--- src/hw/rtl/sitar_pkg.sv ---
// shared types, constants and the digit-to-character mapping for the
// signed integer to ascii radix converter; no dependencies
package sitar_pkg;

   // default sizes
   localparam int VALUE_WIDTH_DEF = 32;
   localparam int MAX_CHARS_DEF   = 32;

   // field widths fixed by the interface
   localparam int BASE_WIDTH    = 8;
   localparam int CHAR_WIDTH    = 8;
   localparam int DIVISOR_WIDTH = 6;
   localparam int DIGIT_WIDTH   = 5;

   // radix limits
   localparam logic [BASE_WIDTH-1:0] BASE_MIN     = 8'd2;
   localparam logic [BASE_WIDTH-1:0] BASE_MAX     = 8'd32;
   localparam logic [BASE_WIDTH-1:0] BASE_DECIMAL = 8'd10;

   // ascii codes
   localparam logic [CHAR_WIDTH-1:0] ASCII_ZERO  = 8'd48;
   localparam logic [CHAR_WIDTH-1:0] ASCII_A     = 8'd65;
   localparam logic [CHAR_WIDTH-1:0] ASCII_MINUS = 8'd45;
   localparam logic [CHAR_WIDTH-1:0] ASCII_NUL   = 8'd0;
   localparam logic [DIGIT_WIDTH-1:0] DIGIT_TEN  = 5'd10;

   // sequencer states
   typedef enum logic [2:0] {
      ST_IDLE,
      ST_DIV_START,
      ST_DIV_WAIT,
      ST_SIGN,
      ST_READ,
      ST_LOAD,
      ST_WAIT
   } sitar_state_type;

   // digit 0-9 to '0'-'9', 10-31 to 'A'-'V'
   function automatic logic [CHAR_WIDTH-1:0] digit_char(input logic [DIGIT_WIDTH-1:0] d);
      logic [CHAR_WIDTH-1:0] dx;
      dx = {{(CHAR_WIDTH-DIGIT_WIDTH){1'b0}}, d};
      if (d >= DIGIT_TEN) begin
         return ASCII_A + dx - {{(CHAR_WIDTH-DIGIT_WIDTH){1'b0}}, DIGIT_TEN};
      end
      return ASCII_ZERO + dx;
   endfunction

endpackage

--- src/hw/rtl/sitar_divider.sv ---
// restoring divider, one quotient bit per cycle, small divisor (up to 32)
// depends on sitar_pkg
module sitar_divider #(
   parameter int WIDTH = sitar_pkg::VALUE_WIDTH_DEF
) (
   input  logic                                  clock,
   input  logic                                  reset,
   input  logic                                  start,
   input  logic [WIDTH-1:0]                      dividend,
   input  logic [sitar_pkg::DIVISOR_WIDTH-1:0]   divisor,
   output logic                                  done,
   output logic [WIDTH-1:0]                      quotient,
   output logic [sitar_pkg::DIGIT_WIDTH-1:0]     remainder
);
   import sitar_pkg::*;

   localparam int CW = $clog2(WIDTH);

   logic                    busy_ff, busy_in;
   logic                    done_ff, done_in;
   logic [CW-1:0]           count_ff, count_in;
   logic [WIDTH-1:0]        quo_ff, quo_in;
   logic [DIGIT_WIDTH-1:0]  rem_ff, rem_in;
   logic [DIVISOR_WIDTH-1:0] shifted;
   logic [DIVISOR_WIDTH-1:0] diff;
   logic                    fits;

   // one trial subtraction per cycle
   always_comb begin
      shifted = {rem_ff, quo_ff[WIDTH-1]};
      fits    = (shifted >= divisor);
      diff    = shifted - divisor;
      busy_in  = busy_ff;
      done_in  = 1'b0;
      count_in = count_ff;
      quo_in   = quo_ff;
      rem_in   = rem_ff;
      if (start) begin
         busy_in  = 1'b1;
         count_in = CW'(WIDTH - 1);
         quo_in   = dividend;
         rem_in   = '0;
      end else if (busy_ff) begin
         quo_in   = {quo_ff[WIDTH-2:0], fits};
         rem_in   = fits ? diff[DIGIT_WIDTH-1:0] : shifted[DIGIT_WIDTH-1:0];
         count_in = count_ff - 1'b1;
         if (count_ff == '0) begin
            busy_in = 1'b0;
            done_in = 1'b1;
         end
      end
   end

   // control registers
   always_ff @(posedge clock) begin
      if (reset) begin
         busy_ff <= 1'b0;
         done_ff <= 1'b0;
      end else begin
         busy_ff <= busy_in;
         done_ff <= done_in;
      end
   end

   // datapath registers
   always_ff @(posedge clock) begin
      count_ff <= count_in;
      quo_ff   <= quo_in;
      rem_ff   <= rem_in;
   end

   assign done      = done_ff;
   assign quotient  = quo_ff;
   assign remainder = rem_ff;

endmodule

--- src/hw/rtl/signed_integer_to_ascii_radix.sv ---
// top level of the signed integer to ascii radix converter: sequencer,
// digit buffer and output register; depends on sitar_pkg and sitar_divider
//
// usage:
//  - req channel (req_valid/req_ready) takes one item: a signed value and
//    a base. req_ready is high only while the block is idle.
//  - rsp channel (rsp_valid/rsp_ready) returns the text one character per
//    item, most significant first, rsp_last on the final one. a leading
//    '-' appears for negative values in base 10 only. a base outside
//    2..32 gives a single item with rsp_invalid_base and rsp_last set.
//  - each digit is one pass through the shared divider (one quotient bit
//    per cycle); a sign check follows the last digit, then each character
//    passes through the digit buffer and the output register, waiting in
//    the output register until the receiver takes it.
//  - a stalled receiver holds the current character in the output
//    register; nothing else moves until it is taken.
//  - reset returns the sequencer to idle and drops rsp_valid.
module signed_integer_to_ascii_radix #(
   parameter int VALUE_WIDTH = sitar_pkg::VALUE_WIDTH_DEF,
   parameter int MAX_CHARS   = sitar_pkg::MAX_CHARS_DEF
) (
   input  logic                                clock,
   input  logic                                reset,
   input  logic                                req_valid,
   output logic                                req_ready,
   input  logic signed [VALUE_WIDTH-1:0]       req_value,
   input  logic [sitar_pkg::BASE_WIDTH-1:0]    req_base,
   output logic                                rsp_valid,
   input  logic                                rsp_ready,
   output logic [sitar_pkg::CHAR_WIDTH-1:0]    rsp_character,
   output logic                                rsp_last,
   output logic                                rsp_invalid_base
);
   import sitar_pkg::*;

   localparam int AW = $clog2(VALUE_WIDTH);
   localparam int LW = $clog2(VALUE_WIDTH + 1);
   localparam int CW = $clog2(MAX_CHARS);

   sitar_state_type state_ff, state_in;

   logic [VALUE_WIDTH-1:0]   mag_ff, mag_in;
   logic [DIVISOR_WIDTH-1:0] base_ff, base_in;
   logic                     neg10_ff, neg10_in;
   logic [LW-1:0]            len_ff, len_in;
   logic [AW-1:0]            rd_idx_ff, rd_idx_in;
   logic [CW-1:0]            cnt_ff, cnt_in;
   logic                     rsp_valid_ff, rsp_valid_in;
   logic [CHAR_WIDTH-1:0]    rsp_char_ff, rsp_char_in;
   logic                     rsp_last_ff, rsp_last_in;
   logic                     rsp_inv_ff, rsp_inv_in;
   logic [CHAR_WIDTH-1:0]    rd_data_ff;

   logic [VALUE_WIDTH-1:0]   value_bits;
   logic                     value_neg;
   logic                     base_ok;
   logic                     wr_en;
   logic [AW-1:0]            wr_addr;
   logic [CHAR_WIDTH-1:0]    wr_data;
   logic                     rd_en;
   logic                     div_start;
   logic                     div_done;
   logic [VALUE_WIDTH-1:0]   div_quotient;
   logic [DIGIT_WIDTH-1:0]   div_remainder;

   // digit buffer, least significant digit at address 0
   logic [CHAR_WIDTH-1:0] text_mem [VALUE_WIDTH];

   sitar_divider #(
      .WIDTH (VALUE_WIDTH)
   ) u_divider (
      .clock     (clock),
      .reset     (reset),
      .start     (div_start),
      .dividend  (mag_ff),
      .divisor   (base_ff),
      .done      (div_done),
      .quotient  (div_quotient),
      .remainder (div_remainder)
   );

   // sequencer next state and outputs
   always_comb begin
      value_bits = req_value;
      value_neg  = value_bits[VALUE_WIDTH-1];
      base_ok    = req_base inside {[BASE_MIN:BASE_MAX]};

      state_in     = state_ff;
      mag_in       = mag_ff;
      base_in      = base_ff;
      neg10_in     = neg10_ff;
      len_in       = len_ff;
      rd_idx_in    = rd_idx_ff;
      cnt_in       = cnt_ff;
      rsp_valid_in = rsp_valid_ff;
      rsp_char_in  = rsp_char_ff;
      rsp_last_in  = rsp_last_ff;
      rsp_inv_in   = rsp_inv_ff;
      req_ready    = 1'b0;
      wr_en        = 1'b0;
      wr_addr      = len_ff[AW-1:0];
      wr_data      = digit_char(div_remainder);
      rd_en        = 1'b0;
      div_start    = 1'b0;

      case (state_ff)
         ST_IDLE: begin
            req_ready = 1'b1;
            if (req_valid) begin
               mag_in   = value_neg ? (~value_bits + VALUE_WIDTH'(1)) : value_bits;
               base_in  = req_base[DIVISOR_WIDTH-1:0];
               neg10_in = value_neg && (req_base == BASE_DECIMAL);
               len_in   = '0;
               cnt_in   = '0;
               if (base_ok) begin
                  state_in = ST_DIV_START;
               end else begin
                  rsp_valid_in = 1'b1;
                  rsp_char_in  = ASCII_NUL;
                  rsp_last_in  = 1'b1;
                  rsp_inv_in   = 1'b1;
                  state_in     = ST_WAIT;
               end
            end
         end
         ST_DIV_START: begin
            div_start = 1'b1;
            state_in  = ST_DIV_WAIT;
         end
         ST_DIV_WAIT: begin
            if (div_done) begin
               wr_en  = 1'b1;
               len_in = len_ff + 1'b1;
               mag_in = div_quotient;
               state_in = (div_quotient == '0) ? ST_SIGN : ST_DIV_START;
            end
         end
         ST_SIGN: begin
            wr_data = ASCII_MINUS;
            if (neg10_ff) begin
               wr_en     = 1'b1;
               len_in    = len_ff + 1'b1;
               rd_idx_in = len_ff[AW-1:0];
            end else begin
               rd_idx_in = AW'(len_ff - 1'b1);
            end
            state_in = ST_READ;
         end
         ST_READ: begin
            rd_en    = 1'b1;
            state_in = ST_LOAD;
         end
         ST_LOAD: begin
            rsp_valid_in = 1'b1;
            rsp_char_in  = rd_data_ff;
            rsp_last_in  = (rd_idx_ff == '0) || (cnt_ff == CW'(MAX_CHARS - 1));
            rsp_inv_in   = 1'b0;
            state_in     = ST_WAIT;
         end
         ST_WAIT: begin
            if (rsp_ready) begin
               rsp_valid_in = 1'b0;
               if (rsp_last_ff) begin
                  state_in = ST_IDLE;
               end else begin
                  rd_idx_in = rd_idx_ff - 1'b1;
                  cnt_in    = cnt_ff + 1'b1;
                  state_in  = ST_READ;
               end
            end
         end
         default: begin
            state_in = ST_IDLE;
         end
      endcase
   end

   // control registers
   always_ff @(posedge clock) begin
      if (reset) begin
         state_ff     <= ST_IDLE;
         rsp_valid_ff <= 1'b0;
      end else begin
         state_ff     <= state_in;
         rsp_valid_ff <= rsp_valid_in;
      end
   end

   // payload registers
   always_ff @(posedge clock) begin
      mag_ff      <= mag_in;
      base_ff     <= base_in;
      neg10_ff    <= neg10_in;
      len_ff      <= len_in;
      rd_idx_ff   <= rd_idx_in;
      cnt_ff      <= cnt_in;
      rsp_char_ff <= rsp_char_in;
      rsp_last_ff <= rsp_last_in;
      rsp_inv_ff  <= rsp_inv_in;
   end

   // digit buffer write and registered read
   always_ff @(posedge clock) begin
      if (wr_en) begin
         text_mem[wr_addr] <= wr_data;
      end
      if (rd_en) begin
         rd_data_ff <= text_mem[rd_idx_ff];
      end
   end

   assign rsp_valid        = rsp_valid_ff;
   assign rsp_character    = rsp_char_ff;
   assign rsp_last         = rsp_last_ff;
   assign rsp_invalid_base = rsp_inv_ff;

`ifndef ASSERT_OFF
   // no new item taken while a character is pending
   a_ready_excl: assert property (@(posedge clock) disable iff (reset)
      req_ready |-> !rsp_valid)
      else $error("req_ready high while a result is pending");

   // an invalid base result is always the final item
   a_invalid_last: assert property (@(posedge clock) disable iff (reset)
      (rsp_valid && rsp_invalid_base) |-> rsp_last)
      else $error("invalid base result without last");

   // divider completes only while the sequencer waits for it
   a_div_done: assert property (@(posedge clock) disable iff (reset)
      div_done |-> (state_ff == ST_DIV_WAIT))
      else $error("divider done outside the wait state");

   // an accepted item closes the input side for the next cycle
   a_busy_after_accept: assert property (@(posedge clock) disable iff (reset)
      (req_valid && req_ready) |=> !req_ready)
      else $error("req_ready stayed high after accepting an item");
`endif

endmodule

--- config.mk ---
export PLATFORM = sky130hd
export DESIGN_NAME = signed_integer_to_ascii_radix
export DESIGN_NICKNAME = d
export VERILOG_FILES = /design/src/hw/rtl/sitar_pkg.sv /design/src/hw/rtl/sitar_divider.sv /design/src/hw/rtl/signed_integer_to_ascii_radix.sv
export SDC_FILE = /design/constraint.sdc
export NUM_CORES = 1
export LEC_CHECK = 0
export BUFFER_PORTS_ARGS = -buffer_cell sky130_fd_sc_hd__buf_2
export CAP_MARGIN = 25
export CELL_PAD_IN_SITES_DETAIL_PLACEMENT = 0
export CELL_PAD_IN_SITES_GLOBAL_PLACEMENT = 1
export CORE_MARGIN = 1.5
export CORE_UTILIZATION = 45
export CTS_CLUSTER_SIZE = 16
export DETAILED_ROUTE_END_ITERATION = 12
export HOLD_SLACK_MARGIN = 0.06
export PLACE_DENSITY = 0.68
export SLEW_MARGIN = 10
export SYNTH_ARGS = -nofsm -noshare
export SYNTH_HDL_FRONTEND = slang
export SYNTH_SLANG_ARGS = --single-unit
--- constraint.sdc ---
create_clock -name clock -period 5.2 [get_ports clock]
set_clock_uncertainty 0.05 [all_clocks]
set_input_delay 0.52 -clock clock [delete_from_list [all_inputs] [get_ports clock]]
set_output_delay 0.52 -clock clock [all_outputs]
set_load 0.02 [all_outputs]
==> results by group, run 1 <==
Timing
  • FMAX: 362.4 MHz
  • Max-slew violation count: 0
  • Unrepaired setup endpoints after global routing: false
  • Setup violators final: 0
  • Hold_ws: 0.1568 ns
  • Worst Tran Pin Value: 1.019 ns
  • TNS Setup: 0 ns
  • Hold Vio Cnt, Final: 0
  • Worst slew margin: 31.80%
  • Minimum clock period: 2.760 ns
  • Tcrit/Tclk final: 53.07%

Yosys
  • Post-synthesis average cell area: 13.61 µm²
  • Post-synthesis cell type with the largest combined area: edfxtp_1
  • Synth Warn #: 0
  • Synth cell types: 53
  • Synth Flop Type: edfxtp_1
  • Main area contributors after synthesis: edfxtp_1 65%, mux4_2 5.2%, nand2_1 4.8%, mux2i_1 3.4%, dfxtp_1 2.1%
  • Synthesized cell area: 15120 µm²
  • Post-synthesis sequential area ratio: 66.86%
  • Syn Inst Count: 1111
  • FF+latch count, synth: 342
  • Synth async-reset ratio: 0%
  • Yosys top cell area share: 64.74%
  • Synthesized net count: 1174
  • Post-synth EDFFs: 326

Hold path
  • Hold Path Class: in2reg
  • Hold path start: req_base[2]

Placed design
  • HPWL Detailed: 21480 µm
  • DP Cell Count: 1567
  • Placed Area: 15880 µm²
  • IO Port Bufs: 54
  • Routability cong.: 0.7844

Route
  • Final ANT Viol Nets: 0
  • Number of vias in the routed layout: 8957
  • Routed WL per cell: 20.39 µm
  • Avg Vias per Cell: 5.488
  • Residual DRC: 0
  • Overall routed net length: 33280 µm
  • Drt first pass iters: 5
  • Initial DRC count: 681

Setup path
  • Worst setup EP type: flop
  • R2r endpoint: text_mem[10][5]$_DFFE_PP_
  • Worst path arrival time: 2.85 ns
  • Startpoint type of the worst setup path: flop
  • CP Capture Point: text_mem[10][5]$_DFFE_PP_
  • Reg2reg start: state_ff[1]$_SDFFE_PP0P_
  • Reg2reg setup slack: 2.44 ns
  • Maximum fanout along the worst path: 18
  • Reg2reg path depth: 4
  • Required @ worst endpoint: 5.30 ns
  • Crit Path Class: reg2reg
  • Worst setup startpoint: state_ff[1]$_SDFFE_PP0P_

Die
  • Die area: 34710 µm²
  • Die X: 186.3 µm
  • Starting density of the core: 46.12%
  • Die H: 186.3 µm
  • Core area: 32780 µm²
  • I/O pin count: 56
  • Row count: 66

Clock network
  • CTS sink cnt: 342
  • Clock buffer count from CTS: 37
  • Skew-Pair Late Insertion Delay: 0.52 ns
  • Postcts setup bufs: 0
  • Post-CTS resize count: 0
  • Longest Clk Path Bufs: 3
  • Worst-path clk slew: 0.06 ns
  • Root buf cell: clkbuf_16
  • Hold-fix buffers at CTS: 0
  • Total number of H-tree levels: 2
  • CTS tree: yes

Power
  • Gate power share: 22.1%
  • Max IR drop VDD: 0.0003008 V
  • NetSw: 0.002670 W
  • Clock power frac: 30.1%
  • Reg power frac: 47.8%
  • PwrDens: 514.4 nW/µm²
  • Switching Fraction: 30.36%
  • P_leak: 5.978 nW
  • Internal power: 0.006125 W

Global route
  • Vias in the first global route: 9101
  • First-pass GRT wire length: 52720 µm
  • Overall routing resource usage: 19.43%
  • Pin count of the biggest net entering global routing: 48
  • Grt ovf: 0
  • Initial antenna violation count: 0

Cells and area
  • Commonest non-fill, non-tap cell in the layout: edfxtp_1
  • Highest-count cells in the layout ignoring fill and taps: 326 x edfxtp_1, 194 x nand2_1, 82 x nor2_1
  • Inserted Diodes: 0
  • Final design utilization: 52.15%
  • Layout cells sized above 1: 15.29%
  • NumNets Final: 1228
  • Layout Cells excl Fill: 1632
  • Area grow syn2layout: 13.07%
  • Design area: 17100 µm²

Flow run
  • Max-cap violation count: 0

Run status
  • Status: complete, no violations
metrics by stage:
| step | power, W | setup WS, ns |
|---|---|---|
| floorplan | 0.005431 | 2.473 |
| global placement | 0.006155 | 2.238 |
| detailed placement | 0.006215 | 2.272 |
| CTS | 0.008865 | 2.234 |
| global route | 0.009244 | 2.137 |
| finish | 0.008796 | 2.440 |
how the worst min path moves through the flow:
stage	to	cells past startpoint	slack [ns]
2_1_floorplan	u_divider.count_ff[4]$_SDFFE_PP1P_	2	0.41
3_5_place_dp	u_divider.count_ff[4]$_SDFFE_PP1P_	2	0.43
4_1_cts	base_ff[3]$_DFFE_PP_	1	0.14
5_1_grt	base_ff[3]$_DFFE_PP_	1	0.14
6_report	base_ff[2]$_DFFE_PP_	1	0.16
3_3_place_gp	u_divider.count_ff[4]$_SDFFE_PP1P_	2	0.43
area by class of cell:
cell class / count / area [µm²]
Clock buffer: 45 / 955.9
Tap cell: 442 / 553.0
Timing Repair Buffer: 71 / 412.9
Inverter: 23 / 86.33
Fill cell: 2766 / 15690
Multi-Input combinational cell: 690 / 4725
Clock inverter: 19 / 255.2
Sequential cell: 342 / 10110
registers in the layout (all words and copies together), names as in the netlist, 5 cells and up:
signal / flops
text_mem: 224
mag_ff: 32
u_divider.quotient: 32
rd_data_ff: 7
rsp_character: 7
base_ff: 6
cnt_ff: 5
len_ff: 5
rd_idx_ff: 5
u_divider.count_ff: 5
u_divider.remainder: 5
metal layers:
layer	GRT usage, %	wire length, µm
met1	27.42	15580
met5	0	0
met4	4.847	525
met3	2.934	1310
met2	31.73	15870
critical path, stage by stage (launching register included):
cell      delay [ns]
dfxtp_1         0.72
nand2b_1        0.25
nor2_1          0.30
nand2_1         0.34
nor2_1          0.72
synth_stat cells (6+ instances only):
library cell,instances
mux4_2,35
dfxtp_1,16
inv_1,21
nor2_1,85
ha_1,18
or3_1,7
and2_1,11
mux2i_1,51
nand2_1,194
o41ai_1,6
o31ai_1,11
a21oi_1,28
nor3_1,11
xor2_1,33
nand4_1,6
edfxtp_1,326
xnor2_1,14
nand2b_1,10
nor4_1,14
clkbuf_1,38
a22oi_1,20
nand3_1,23
buf_1,6
o21ai_0,46
buf_2,9
a221oi_1,6
logic make-up after synthesis:
logic type | Yosys count | share of synthesized area, %
other | 1 | 0.02480
muxes | 86 | 8.589
xor gates and xnor gates | 47 | 2.722
adders and majority gates | 19 | 1.622
buffers and inverters | 79 | 2.135
AOI/OAI and AO/OA | 144 | 6.372
DFF | 342 | 66.86
and+or+nand+nor | 393 | 11.68
power groups by stage:
stage               Sequential, W  Clock, W  Combinational [W]
floorplan                 0.00415         0            0.00129
global placement          0.00427         0            0.00189
detailed placement        0.00427         0            0.00195
CTS                       0.00421   0.00270            0.00195
global route              0.00425   0.00280            0.00219
finish                    0.00420   0.00265            0.00195
Power figures use the tool's default switching activity.
==> run 2: changes to the inputs <==
--- a/config.mk
+++ b/config.mk
@@ -5,6 +5,7 @@
 export SDC_FILE = /design/constraint.sdc
 export NUM_CORES = 1
 export LEC_CHECK = 0
+export ABC_AREA = 1
 export BUFFER_PORTS_ARGS = -buffer_cell sky130_fd_sc_hd__buf_2
 export CAP_MARGIN = 25
 export CELL_PAD_IN_SITES_DETAIL_PLACEMENT = 0
@@ -14,7 +15,7 @@
 export CTS_CLUSTER_SIZE = 16
 export DETAILED_ROUTE_END_ITERATION = 12
 export HOLD_SLACK_MARGIN = 0.06
-export PLACE_DENSITY = 0.68
+export PLACE_DENSITY = 0.73
 export SLEW_MARGIN = 10
 export SYNTH_ARGS = -nofsm -noshare
 export SYNTH_HDL_FRONTEND = slang
==> constraint.sdc (replaced) <==
create_clock -name clock -period 2.4 [get_ports clock]
set_clock_uncertainty 0.05 [all_clocks]
set_input_delay 0.24 -clock clock [delete_from_list [all_inputs] [get_ports clock]]
set_output_delay 0.24 -clock clock [all_outputs]
set_load 0.02 [all_outputs]
==> run 2 against run 1 <==
Synthesized cell count grew 37%. Die area up 3.5%. Design area increased by 5.9%. Critical path depth rose by 3. Sequential share of layout area decreased by 3.3 points.
==> results by group, run 2 <==
Placed design
  • HPWL Detailed: 25660 µm
  • IO Port Bufs: 54
  • DP Cell Count: 2041
  • Routability cong.: 0.8728
  • Placed Area: 16920 µm²

Yosys
  • Syn Inst Count: 1524
  • Main area contributors after synthesis: edfxtp_1 63%, nand2_1 7.1%, nor2_1 5.8%, o21ai_0 5.5%, inv_1 3.2%
  • Synth cell types: 41
  • Top-count cell post-synth: edfxtp_1
  • Synth Warn #: 0
  • Yosys top cell area share: 62.55%
  • Synth top cells by count: 326 x edfxtp_1, 296 x nand2_1, 242 x nor2_1
  • Post-synthesis sequential area ratio: 64.59%
  • FF+latch count, synth: 342
  • Synthesized cell area: 15650 µm²
  • Post-synth EDFFs: 326
  • Post-synthesis average cell area: 10.27 µm²
  • Post-synthesis cell type with the largest combined area: edfxtp_1
  • Synth Flop Type: edfxtp_1
  • Synthesized net count: 1587
  • Synth async-reset ratio: 0%

Timing
  • Minimum clock period: 2.225 ns
  • Unrepaired setup endpoints after global routing: false
  • Max-slew violation count: 0
  • TNS Setup: 0 ns
  • Hold Vio Cnt, Final: 0
  • FMAX: 449.5 MHz
  • Tcrit/Tclk final: 92.71%
  • Worst Tran Pin Value: 0.9071 ns
  • Hold_ws: 0.07477 ns
  • Setup violators final: 0
  • Worst slew margin: 39.52%

Setup path
  • Reg2reg start: state_ff[0]$_SDFFE_PP0P_
  • R2r endpoint: text_mem[15][0]$_DFFE_PP_
  • Reg2reg setup slack: 0.18 ns
  • Worst path arrival time: 2.40 ns
  • Startpoint type of the worst setup path: flop
  • Crit Path Class: reg2reg
  • Maximum fanout along the worst path: 8
  • Required @ worst endpoint: 2.57 ns
  • Reg2reg path depth: 7
  • Worst setup EP type: flop

Route
  • Number of vias in the routed layout: 11100
  • Initial DRC count: 1026
  • Avg Vias per Cell: 5.244
  • Final ANT Viol Nets: 0
  • Residual DRC: 0
  • Routed WL per cell: 18.16 µm
  • Overall routed net length: 38430 µm
  • Drt first pass iters: 5

Die
  • Die X: 189.5 µm
  • Die H: 189.5 µm
  • Starting density of the core: 45.53%
  • Core area: 34370 µm²
  • I/O pin count: 56
  • Row count: 68
  • Die area: 35910 µm²

Global route
  • Grt ovf: 0
  • Overall routing resource usage: 21.87%
  • Initial antenna violation count: 0
  • Pin count of the biggest net entering global routing: 80
  • Vias in the first global route: 10910
  • First-pass GRT wire length: 60730 µm

Clock network
  • Worst-path clk slew: 0.06 ns
  • CTS sink cnt: 342
  • Postcts setup bufs: 0
  • Post-CTS resize count: 0
  • Clock buffer count from CTS: 37
  • Total number of H-tree levels: 2
  • Longest Clk Path Bufs: 3
  • Skew-Pair Late Insertion Delay: 0.51 ns
  • CTS tree: yes
  • Root buf cell: clkbuf_16

Cells and area
  • Number of flip-flops in the largest register: 224
  • Final design utilization: 52.66%
  • Area grow syn2layout: 15.66%
  • Commonest non-fill, non-tap cell in the layout: edfxtp_1
  • Register with the most flip-flops: text_mem
  • NumNets Final: 1697
  • Layout cells sized above 1: 12.22%
  • Design area: 18100 µm²
  • Layout Cells excl Fill: 2116
  • Inserted Diodes: 0
  • Highest-count cells in the layout ignoring fill and taps: 326 x edfxtp_1, 296 x nand2_1, 241 x nor2_1

Hold path
  • Hold path depth: 4
  • Hold Path Class: in2reg
  • Hold EP: mag_ff[27]$_DFFE_PP_
  • Hold path start: req_value[27]

Power
  • NetSw: 0.005835 W
  • Gate power share: 24.4%
  • Reg power frac: 46.9%
  • Clock power frac: 28.6%
  • Internal power: 0.01233 W
  • PwrDens: 1003 nW/µm²
  • Switching Fraction: 32.12%
  • P_leak: 6.921 nW
  • Max IR drop VDD: 0.0005700 V

Flow run
  • Max-cap violation count: 0

Run status
  • Status: complete, no violations
-- run 2: cells by family (layout without fill, tap and decap cells) --
kind of cell               count (synthesis)  in the layout  share of synthesized area (%)
buffers and inverters                    206            343                          5.356
and+or+nand+nor                          664            664                          17.61
AOI/OAI and AO/OA                        268            268                          9.497
xor gates and xnor gates                  23             23                          1.287
DFF                                      342            342                          64.59
muxes                                      1              1                        0.06396
other                                      1              1                        0.02396
adders and majority gates                 19             19                          1.567
-- run 2: through the flow --
step           setup WS, ns  total power, W
6_report             0.1751         0.01816
5_1_grt             0.02567         0.01912
4_1_cts              0.2081         0.01830
3_5_place_dp         0.2221         0.01308
3_3_place_gp         0.2632         0.01302
2_1_floorplan       0.01189         0.01123
-- run 2: how the worst max path moves through the flow --
| stage | start | end | cells past startpoint |
|---|---|---|---|
| finish | state_ff[0]$_SDFFE_PP0P_ | text_mem[15][0]$_DFFE_PP_ | 7 |
| global route | state_ff[0]$_SDFFE_PP0P_ | text_mem[15][6]$_DFFE_PP_ | 7 |
| CTS | state_ff[0]$_SDFFE_PP0P_ | text_mem[15][0]$_DFFE_PP_ | 7 |
| detailed placement | state_ff[0]$_SDFFE_PP0P_ | text_mem[7][6]$_DFFE_PP_ | 7 |
| global placement | state_ff[0]$_SDFFE_PP0P_ | text_mem[19][4]$_DFFE_PP_ | 7 |
| floorplan | u_divider.remainder[0]$_SDFFE_PP0P_ | text_mem[0][4]$_DFFE_PP_ | 6 |
-- run 2: layout make-up --
type | instances | area, µm²
clock buffer | 47 | 963.4
clock inverter | 19 | 131.4
fill | 3099 | 16270
inverter | 141 | 529.3
multi-input combinational | 976 | 4728
sequential | 342 | 10110
tap | 455 | 569.3
timing repair buffer | 136 | 1071
-- run 2: layer usage --
| metal | share of wire, % | GRT usage, % |
|---|---|---|
| met3 | 3.9 | 2.206 |
| met2 | 48 | 37.15 |
| met4 | 2.1 | 5.372 |
| met5 | 0 | 0 |
| met1 | 46 | 30.20 |
-- run 2: power groups by stage --
| stage | clock [W] | combinational [W] | sequential (W) |
|---|---|---|---|
| floorplan | 0 | 0.00270 | 0.00853 |
| global placement | 0 | 0.00441 | 0.00861 |
| detailed placement | 0 | 0.00445 | 0.00863 |
| CTS | 0.00531 | 0.00448 | 0.00852 |
| global route | 0.00552 | 0.00499 | 0.00861 |
| finish | 0.00520 | 0.00444 | 0.00852 |
-- run 2: critical path: stages, from the launching register on --
cell     delay, ns
dfxtp_1       0.42
inv_2         0.13
nor3_4        0.23
inv_1         0.09
o21ai_2       0.20
nand2_1       0.40
nor2_1        0.23
buf_4         0.18
-- run 2: timing repair --
| item | 4_1_cts | 5_1_grt |
|---|---|---|
| hold buffers | 9 | 0 |
| endpoints found under the setup margin | 0 | 0 |
| endpoints found under the hold margin | 13 | 0 |
==> run 3: changes to the inputs <==
--- a/config.mk
+++ b/config.mk
@@ -11,11 +11,11 @@
 export CELL_PAD_IN_SITES_DETAIL_PLACEMENT = 0
 export CELL_PAD_IN_SITES_GLOBAL_PLACEMENT = 1
 export CORE_MARGIN = 1.5
-export CORE_UTILIZATION = 45
+export CORE_UTILIZATION = 53
 export CTS_CLUSTER_SIZE = 16
 export DETAILED_ROUTE_END_ITERATION = 12
 export HOLD_SLACK_MARGIN = 0.06
-export PLACE_DENSITY = 0.73
+export PLACE_DENSITY = 0.82
 export SLEW_MARGIN = 10
 export SYNTH_ARGS = -nofsm -noshare
 export SYNTH_HDL_FRONTEND = slang
==> constraint.sdc (replaced) <==
create_clock -name clock -period 2.6 [get_ports clock]
set_clock_uncertainty 0.05 [all_clocks]
set_input_delay 0.26 -clock clock [delete_from_list [all_inputs] [get_ports clock]]
set_output_delay 0.26 -clock clock [all_outputs]
set_load 0.02 [all_outputs]
==> run 3 against run 2 <==
Sequential share of layout area is 0.71 points higher. Design area is 1.3% lower. Fmax fell by 1.3%. Clock power down 3%. Largest power group unchanged. Via count is 0.50% lower. Die area down 15%. Flip-flop and latch count unchanged. Critical path depth down 1. Wire length down 4.1%. Non-clock buffer count fell by 20. Largest cell class unchanged. Critical path type unchanged.
==> results by group, run 3 (synthesis gave the netlist of run 2 again) <==
Run status
  • Status: complete, no violations

Setup path
  • Worst setup EP type: flop
  • Startpoint type of the worst setup path: flop
  • Required @ worst endpoint: 2.69 ns
  • Crit Path Class: reg2reg
  • Worst path arrival time: 2.34 ns
  • Maximum fanout along the worst path: 7

Global route
  • Grt ovf: 0
  • First-pass GRT wire length: 56770 µm
  • Initial antenna violation count: 0
  • Overall routing resource usage: 24.25%
  • Vias in the first global route: 10520
  • Pin count of the biggest net entering global routing: 69

Timing
  • Worst Tran Pin Value: 0.9941 ns
  • TNS Setup: 0 ns
  • Tcrit/Tclk final: 86.68%
  • FMAX: 443.7 MHz
  • Worst slew margin: 33.48%
  • Minimum clock period: 2.254 ns
  • Final worst slack: 0.3462 ns
  • Hold Vio Cnt, Final: 0
  • Unrepaired setup endpoints after global routing: false
  • Setup violators final: 0
  • Max-slew violation count: 0

Cells and area
  • Commonest non-fill, non-tap cell in the layout: edfxtp_1
  • Register with the most flip-flops: text_mem
  • Area grow syn2layout: 14.21%
  • Layout cells sized above 1: 11.17%
  • Design area: 17880 µm²
  • Highest-count cells in the layout ignoring fill and taps: 326 x edfxtp_1, 296 x nand2_1, 241 x nor2_1
  • Number of flip-flops in the largest register: 224
  • Sequential cell area: 10110 µm²
  • Inserted Diodes: 0
  • Layout Cells excl Fill: 2023
  • # fillers: 2381
  • NumNets Final: 1677
  • Area of the multi-input gates: 4736 µm²

Die
  • Starting density of the core: 54.24%
  • Core area: 28860 µm²
  • Die X: 174.8 µm
  • Die area: 30570 µm²
  • Die H: 174.8 µm
  • Row count: 62
  • I/O pin count: 56

Clock network
  • CTS sink cnt: 342
  • Postcts setup bufs: 0
  • Worst-path clk slew: 0.06 ns
  • Clock buffer count from CTS: 37
  • Skew-Pair Late Insertion Delay: 0.52 ns
  • CTS tree: yes
  • Root buf cell: clkbuf_16
  • Post-CTS resize count: 0
  • Total number of H-tree levels: 2
  • Longest Clk Path Bufs: 3

Power
  • PwrDens: 943.5 nW/µm²
  • Max IR drop VDD: 0.0005658 V
  • P_leak: 6.836 nW
  • Tot Pwr: 0.01687 W

Route
  • Number of vias in the routed layout: 11040
  • Overall routed net length: 36850 µm
  • Avg Vias per Cell: 5.457
  • Drt first pass iters: 5
  • Final ANT Viol Nets: 0
  • Initial DRC count: 1078
  • Routed WL per cell: 18.22 µm
  • Residual DRC: 0

Placed design
  • Pre-CTS WS: 0.3488 ns
  • Routability cong.: 0.9054
  • DP Cell Count: 1951
  • HPWL Detailed: 24360 µm
  • IO Port Bufs: 54
  • Placed Area: 16630 µm²

Flow run
  • Max-cap violation count: 0

Hold path
  • Hold Path Class: in2reg
[run 3: changes by cell type in the layout (fill, tap and decap cells not counted), sizes merged]
cell         before  now
bufinv            1    3
dlygate4sd3       9    8
clkinv           13   14
clkinvlp          4    1
inv             142  140
buf             127  108
[run 3: per-stage QoR]
| stage | hold slack, ns | utilization (%) |
|---|---|---|
| CTS | 0.06620 | 61.94 |
| finish | 0.07667 | 61.94 |
| global route | 0.09477 | 61.94 |
| global placement | 0.4043 | 57.63 |
| detailed placement | 0.4114 | 57.63 |
| floorplan | 0.2791 | - |
[run 3: worst paths after layout]
| kind | from | to | slack [ns] | cells after the start |
|---|---|---|---|---|
| setup reg to reg | state_ff[0]$_SDFFE_PP0P_ | text_mem[0][5]$_DFFE_PP_ | 0.35 | 6 |
| hold / removal | rsp_ready | rsp_valid$_SDFFE_PP0P_ | 0.08 | 4 |
| setup / recovery | state_ff[0]$_SDFFE_PP0P_ | text_mem[0][5]$_DFFE_PP_ | 0.35 | 6 |
| hold reg to reg | u_divider.count_ff[0]$_SDFFE_PP1P_ | u_divider.count_ff[0]$_SDFFE_PP1P_ | 0.42 | 1 |
[run 3: area by class of cell]
type                    count  share of cell area, %
repair buffers            116                  4.788
inverters                 141                  2.961
clock inverters            17                 0.9519
well taps                 384                  2.688
multi-input cells         976                  26.49
flip-flops and latches    342                  56.55
clock buffers              47                  5.564
[run 3: layer usage]
metal | track usage (%) | wire length, µm | up-vias
met5 | 0 | 0 | -
met4 | 7.123 | 817 | 0
met3 | 3.351 | 1964 | 64
met2 | 42.18 | 18290 | 336
met1 | 31.78 | 15770 | 5221
li1 | - | - | 5419
[run 3: repair_timing]
item                                   4_1_cts  5_1_grt
hold buffers                                 8        0
endpoints found under the hold margin       13        0
setup endpoints to repair                    0        0
[run 3: critical path, cell delays in order (launching register included)]
cell and delay, ns:
dfxtp_1 0.42, inv_2 0.12, nor3_4 0.23, inv_1 0.10, o21ai_2 0.19, nand2_1 0.27
nor2_1 0.51
[run 3: where the power goes]
group          leakage [nW]  internal (W)  switching (W)  total (W)
combinational          3.13       0.00110        0.00285    0.00395
sequential             3.14       0.00744       0.000432    0.00787
clock                 0.567       0.00300        0.00204    0.00504
